==> src/rtl/core/card_reader_packet_dedup_macros.svh <==
// assertion macros for the card reader packet dedup block
// needs clk_i and rst_ni in the module that uses them
`ifndef CARD_READER_PACKET_DEDUP_MACROS_SVH
`define CARD_READER_PACKET_DEDUP_MACROS_SVH

`ifndef SYNTHESIS
`define CRPD_ASSERT(lbl, prop) \
  lbl: assert property (@(posedge clk_i) disable iff (!rst_ni) (prop)) \
    else $error("crpd assertion failed");
`define CRPD_ASSERT_NEXT(lbl, ante, cons) \
  lbl: assert property (@(posedge clk_i) disable iff (!rst_ni) (ante) |=> (cons)) \
    else $error("crpd assertion failed");
`else
`define CRPD_ASSERT(lbl, prop)
`define CRPD_ASSERT_NEXT(lbl, ante, cons)
`endif

`endif

==> src/rtl/core/crpd_pkg.sv <==
// types and constants for the card reader packet dedup block
// no dependencies
package crpd_pkg;

  localparam logic [7:0] PKT_CARD_READ = 8'hC1;
  localparam logic [7:0] PKT_DISCOVERY = 8'hF1;

  localparam logic [3:0] POS_TYPE    = 4'd0;
  localparam logic [3:0] POS_IP_B3   = 4'd1;
  localparam logic [3:0] POS_IP_B2   = 4'd2;
  localparam logic [3:0] POS_IP_B1   = 4'd3;
  localparam logic [3:0] POS_IP_B0   = 4'd4;
  localparam logic [3:0] POS_RDR_LO  = 4'd5;
  localparam logic [3:0] POS_RDR_HI  = 4'd6;
  localparam logic [3:0] POS_SEQ_LO  = 4'd7;
  localparam logic [3:0] POS_SEQ_HI  = 4'd8;
  localparam logic [3:0] POS_CARD_B0 = 4'd10;
  localparam logic [3:0] POS_CARD_B1 = 4'd11;
  localparam logic [3:0] POS_CARD_B2 = 4'd12;
  localparam logic [3:0] POS_CARD_B3 = 4'd13;
  localparam logic [3:0] POS_LIMIT   = 4'd14;

  typedef enum logic [2:0] {
    KIND_ACCEPTED  = 3'd0,
    KIND_DUPLICATE = 3'd1,
    KIND_DISC_REPLY = 3'd2,
    KIND_UNKNOWN   = 3'd3,
    KIND_TOO_SHORT = 3'd4
  } kind_e;

  typedef struct packed {
    kind_e       kind;
    logic [15:0] reader;
    logic [15:0] seq;
    logic [31:0] card;
    logic [31:0] ip;
  } result_t;

  typedef struct packed {
    logic        seen;
    logic [15:0] seq;
  } entry_t;

endpackage

==> src/rtl/core/crpd_intf.sv <==


interface crpd_rslt_if;
  logic        valid;
  logic        ready;
  logic [2:0]  result_kind;
  logic [15:0] reader_number;
  logic [15:0] sequence_number;
  logic [31:0] card_number;
  logic [31:0] ip_address;

  modport source (output valid, output result_kind, output reader_number,
                  output sequence_number, output card_number, output ip_address,
                  input ready);
  modport sink (input valid, input result_kind, input reader_number,
                input sequence_number, input card_number, input ip_address,
                output ready);
endinterface

==> src/rtl/core/crpd_out_buf.sv <==
// result register with skid stage driving the result channel
// depends on crpd_pkg, crpd_intf and the macros header
`include "card_reader_packet_dedup_macros.svh"

module crpd_out_buf (
  input  logic               clk_i,
  input  logic               rst_ni,
  input  logic               push_i,
  input  crpd_pkg::result_t  push_data_i,
  output logic               space_o,
  crpd_rslt_if.source        rslt_o
);

  crpd_pkg::result_t out_q, skid_q;
  logic              out_valid_q, skid_valid_q;

  always_ff @(posedge clk_i or negedge rst_ni) begin
    if (!rst_ni) begin
      out_valid_q  <= 1'b0;
      skid_valid_q <= 1'b0;
    end else if (!out_valid_q || rslt_o.ready) begin
      if (skid_valid_q) begin
        out_valid_q  <= 1'b1;
        skid_valid_q <= 1'b0;
      end else begin
        out_valid_q <= push_i;
      end
    end else if (push_i) begin
      skid_valid_q <= 1'b1;
    end
  end

  always_ff @(posedge clk_i) begin
    if (!out_valid_q || rslt_o.ready) begin
      out_q <= skid_valid_q ? skid_q : push_data_i;
    end else if (push_i) begin
      skid_q <= push_data_i;
    end
  end

  assign space_o                = !skid_valid_q;
  assign rslt_o.valid           = out_valid_q;
  assign rslt_o.result_kind     = out_q.kind;
  assign rslt_o.reader_number   = out_q.reader;
  assign rslt_o.sequence_number = out_q.seq;
  assign rslt_o.card_number     = out_q.card;
  assign rslt_o.ip_address      = out_q.ip;

  `CRPD_ASSERT(a_skid_implies_out, skid_valid_q |-> out_valid_q)
  `CRPD_ASSERT_NEXT(a_stall_fills_skid, out_valid_q && !rslt_o.ready && push_i, skid_valid_q)
  `CRPD_ASSERT_NEXT(a_skid_drains, skid_valid_q && rslt_o.ready, !skid_valid_q)

endmodule

==> src/flat_wrapper.sv <==
// flat-port wrapper written by rule: the top's interface ports become plain ports
module crpd_out_buf_flat 
  (clk_i, rst_ni, push_i, push_data_i, space_o, rslt_o_valid, rslt_o_result_kind, rslt_o_reader_number, rslt_o_sequence_number, rslt_o_card_number, rslt_o_ip_address, rslt_o_ready);
  crpd_rslt_if rslt_o_i ();
  input  logic clk_i;
  input  logic rst_ni;
  input  logic push_i;
  input  crpd_pkg::result_t push_data_i;
  output logic space_o;
  output wire logic [$bits(rslt_o_i.valid)-1:0] rslt_o_valid;
  output wire logic [$bits(rslt_o_i.result_kind)-1:0] rslt_o_result_kind;
  output wire logic [$bits(rslt_o_i.reader_number)-1:0] rslt_o_reader_number;
  output wire logic [$bits(rslt_o_i.sequence_number)-1:0] rslt_o_sequence_number;
  output wire logic [$bits(rslt_o_i.card_number)-1:0] rslt_o_card_number;
  output wire logic [$bits(rslt_o_i.ip_address)-1:0] rslt_o_ip_address;
  input wire logic [$bits(rslt_o_i.ready)-1:0] rslt_o_ready;
  assign rslt_o_valid = rslt_o_i.valid;
  assign rslt_o_result_kind = rslt_o_i.result_kind;
  assign rslt_o_reader_number = rslt_o_i.reader_number;
  assign rslt_o_sequence_number = rslt_o_i.sequence_number;
  assign rslt_o_card_number = rslt_o_i.card_number;
  assign rslt_o_ip_address = rslt_o_i.ip_address;
  assign rslt_o_i.ready = rslt_o_ready;
  crpd_out_buf u_core (.clk_i(clk_i), .rst_ni(rst_ni), .push_i(push_i), .push_data_i(push_data_i), .space_o(space_o), .rslt_o(rslt_o_i));
endmodule
==> config.mk <==
export PLATFORM = sky130hd
export DESIGN_NAME = crpd_out_buf_flat
export DESIGN_NICKNAME = d
export VERILOG_FILES = /design/src/rtl/core/crpd_pkg.sv /design/src/rtl/core/crpd_intf.sv /design/src/rtl/core/crpd_out_buf.sv /design/src/flat_wrapper.sv
export VERILOG_INCLUDE_DIRS = /design/src /design/src/rtl/core
export SDC_FILE = /design/constraint.sdc
export NUM_CORES = 1
export LEC_CHECK = 0
export BUFFER_PORTS_ARGS = -buffer_cell sky130_fd_sc_hd__buf_2
export CAP_MARGIN = 0
export CORE_UTILIZATION = 49
export CTS_BUF_LIST = sky130_fd_sc_hd__clkbuf_4 sky130_fd_sc_hd__clkbuf_8
export DETAILED_ROUTE_END_ITERATION = 8
export HOLD_SLACK_MARGIN = 0.03
export PLACE_DENSITY = 0.78
export RECOVER_POWER = 25
export SLEW_MARGIN = 40
export SYNTH_ARGS = -nofsm -noshare
export SYNTH_HDL_FRONTEND = slang
export SYNTH_SLANG_ARGS = --single-unit
==> constraint.sdc <==
create_clock -name clk_i -period 7 [get_ports clk_i]
set_input_delay 1.4 -clock clk_i [delete_from_list [all_inputs] [get_ports clk_i]]
set_output_delay 1.4 -clock clk_i [all_outputs]
set_load 0.05 [all_outputs]
==> results.md <==
- Initial DRT Pass Iterations: 4
- Htree depth: 4
- Crit path time final: 3.78 ns
- Sequential area share after synthesis: between 70% and 80%
- DR vias: about 3600
- Met1 global-route usage: a little over a fifth
- GR Layer Usage met3: roughly 5.6%
- Post-synth cell types: 12
- DR DRC count: 0
- Tightest Pin Transition: 1.75 ns
- Placement Setup Slack: about 3.2 ns
- Initial antenna violation count: 0
- Antenna-violating nets left: 0
- Top cell type's share of synthesized area: between 70% and 80%
- Initial Util: 50.2%
- EDFF count, synth: approximately 200
- Slew margin rel.: -16.7%
- Most Crowded Layer GR: met2
- Diode count: 0
- PD cells: 278 nW/um^2
- Post-CTS setup buffers: 0
- Share of layout cells above drive strength 1: between 40% and 50%
- Worst setup startpoint: u_core.skid_valid_q$_DFFE_PN0P_
- Placed Area: between 8000 and 9000 um^2
- GRT Overall Usage: between 10% and 20%
- CTS Hold Bufs: 0
- Final period utilization: a little over half
- WP data arrival: 2.38 ns
- Fmax: between 0.2 and 0.3 GHz
- Min-delay worst type: flop to flop
- Critical path cell sequence: inv_1, buf_2
- Commonest cells in the netlist: edfxtp_1 (198), mux2_4 (88), mux2_2 (11)
- Synthesized flop and latch total: 200
- TritonCTS Buffers: 17
- Clock Path Buffers: 2
- Leak pwr: about 3.3 nW
- Cell with the most instances after synthesis: edfxtp_1
- Die ar.: around 16000 um^2
- Vias/cell: between 4 and 5
- Avg WL per Cell: approximately 17 um
- Unrepaired setup endpoints after global routing: no
- Setup violators final: 0
- Synth warnings: 0
- CTS tree: built
- CTS sink count: 200
- Layout Skew: roughly 0.016 ns
- Max VDD drop: between 100 and 150 uV
- Delay-heaviest family, CP: flip-flops
- Worst setup margin: between 3 and 4 ns
- Status: finished with violations
- Critical path required time: between 5 and 6 ns
- Critical Path Fanout Max: 38
- DIE HEIGHT: between 100 and 150 um
- Core area: approximately 15000 um^2
- Routability Congestion: roughly 0.72
- Initial drt markers: around 180
- Number of gates resized after cts: 0
- Vias in the first global route: about 3600
- Syn Area/Cell: around 24 um^2
- Final Instance Area: around 8900 um^2
- CP Capture Type: output pin
- Final hold vios: 0
- Final WL: roughly 13000 um
- Clock transition at the registers of the reported paths: ~0.1 ns
- CP Buf/Inv Count: 2
- Hold path start: u_core.skid_q[81]$_DFFE_PP_
- Worst flop-to-flop path startpoint: u_core.skid_valid_q$_DFFE_PN0P_
- Worst Setup Start Kind: flop
- Largest net degree at the start of global routing: between 70 and 80
- I/O pin cnt: a little over 200
- Max-Cap Viols: 1
- Clock latency on the worst-skew pair: ~0.45 ns
- CTS Root Cell: clkbuf_8
- Critical path's slowest cell: dfrtp_1
- Slowest stage delay, CP: roughly 1.5 ns
- Gr ovfl total: 0
- Gate count after technology mapping: roughly 320
- Area grow syn2layout: 16.7%
- Layout net count: 634
- Die Wd: between 100 and 150 um
- # port buffers: 203
- Async SR Flop Fraction: 1.00%
- Failing checks: max-capacitance violations, max-slew violations
- Top FF cell, synth: edfxtp_1
- Crit path kind: flop to output pin
- M2 GR Usage: between 20% and 30%
- Ranking of synthesized cells by area: edfxtp_1 (78%), mux2_4 (17%), buf_12 (2.1%)
- Fin Setup TNS: 0 ns
- Pins Over Slew Limit: 39
- # rows: 45
- Global-route wire length before repair: around 20000 um
- Synthesized area: 7660 um^2
- Synthesized net count: 420
- Detail Placement HPWL: around 8500 um
- Synth area leader: edfxtp_1
==> registers in the layout, indices dropped and copies added (netlist names) <==
signal and flops:
u_core.rslt_o.ip_address 32, u_core.rslt_o.result_kind 3, u_core.rslt_o.sequence_number 16, u_core.rslt_o.card_number 32, u_core.rslt_o.valid 1, u_core.rslt_o.reader_number 16
u_core.skid_valid_q 1, u_core.skid_q 99
==> area by class of cell <==
type,count,area (um^2)
clock inverters,9,55.1
repair buffers,206,951
flip-flops and latches,200,6000
inverters,2,7.51
multi-input cells,104,1400
well taps,211,264
clock buffers,22,272
fillers,1188,6320
==> routing by layer <==
layer / wire length, um / part of all wire (%)
met4: 169 / 1.3
met2: 6060 / 47
met5: 0 / 0
met3: 858 / 6.7
met1: 5720 / 45
==> path summary, 6_finish.rpt <==
path | to | slack [ns] | cells past startpoint
worst max-delay path | space_o | 3.22 | 2
worst min-delay path | u_core.rslt_o.reader_number[1]$_DFFE_PP_ | 0.54 | 1
worst max register to register | u_core.rslt_o.ip_address[6]$_DFFE_PP_ | 3.95 | 2
worst min register to register | u_core.rslt_o.reader_number[1]$_DFFE_PP_ | 0.54 | 1
max in group asynchronous | u_core.skid_valid_q$_DFFE_PN0P_ | 6.14 | 1
min in group asynchronous | u_core.rslt_o.valid$_DFFE_PN0P_ | 0.72 | 1
==> report_power, final <==
| group | total (W) | leakage [nW] | internal [W] | switching, W |
|---|---|---|---|---|
| Clock | 0.000627 | 0.159 | 0.000260 | 0.000367 |
| Sequential | 0.00145 | 1.93 | 0.00142 | 0.0000282 |
| Combinational | 0.000414 | 1.24 | 0.000121 | 0.000293 |
==> placed cells by master, fill, tap and decap left out, drive strengths merged <==
cell      synthesis  routed
nand2b            1       1
clkinv            0       5
buf              11     130
inv               2       2
nand2             1       1
edfxtp          198     198
nor2              3       3
mux2             99      99
clkinvlp          0       4
dfrtp             2       2
clkbuf            0      98
==> per-stage QoR <==
stage	power, W	hold WS (ns)	std cells	utilization [%]
2_1_floorplan	0.00181	0.523	317	-
4_1_cts	0.00253	0.552	754	59.8
6_report	0.00249	0.538	754	58.6
3_5_place_dp	0.00191	0.534	723	57.7
3_3_place_gp	0.00190	0.528	723	57.6
5_1_grt	0.00258	0.564	754	58.6
==> cell families after synthesis <==
kind of cell,after synthesis,synth area share [%]
buffers and inverters,13,2.60
flip-flops,200,78.3
multiplexers,99,18.9
AND/OR/NAND/NOR,5,0.278
==> worst reg2reg max path, stage by stage, from the launching register on <==
cell and delay, ns:
dfrtp_1 1.53, buf_6 0.73, mux2_2 0.53
No activity file was read; power rests on OpenSTA's default activity.
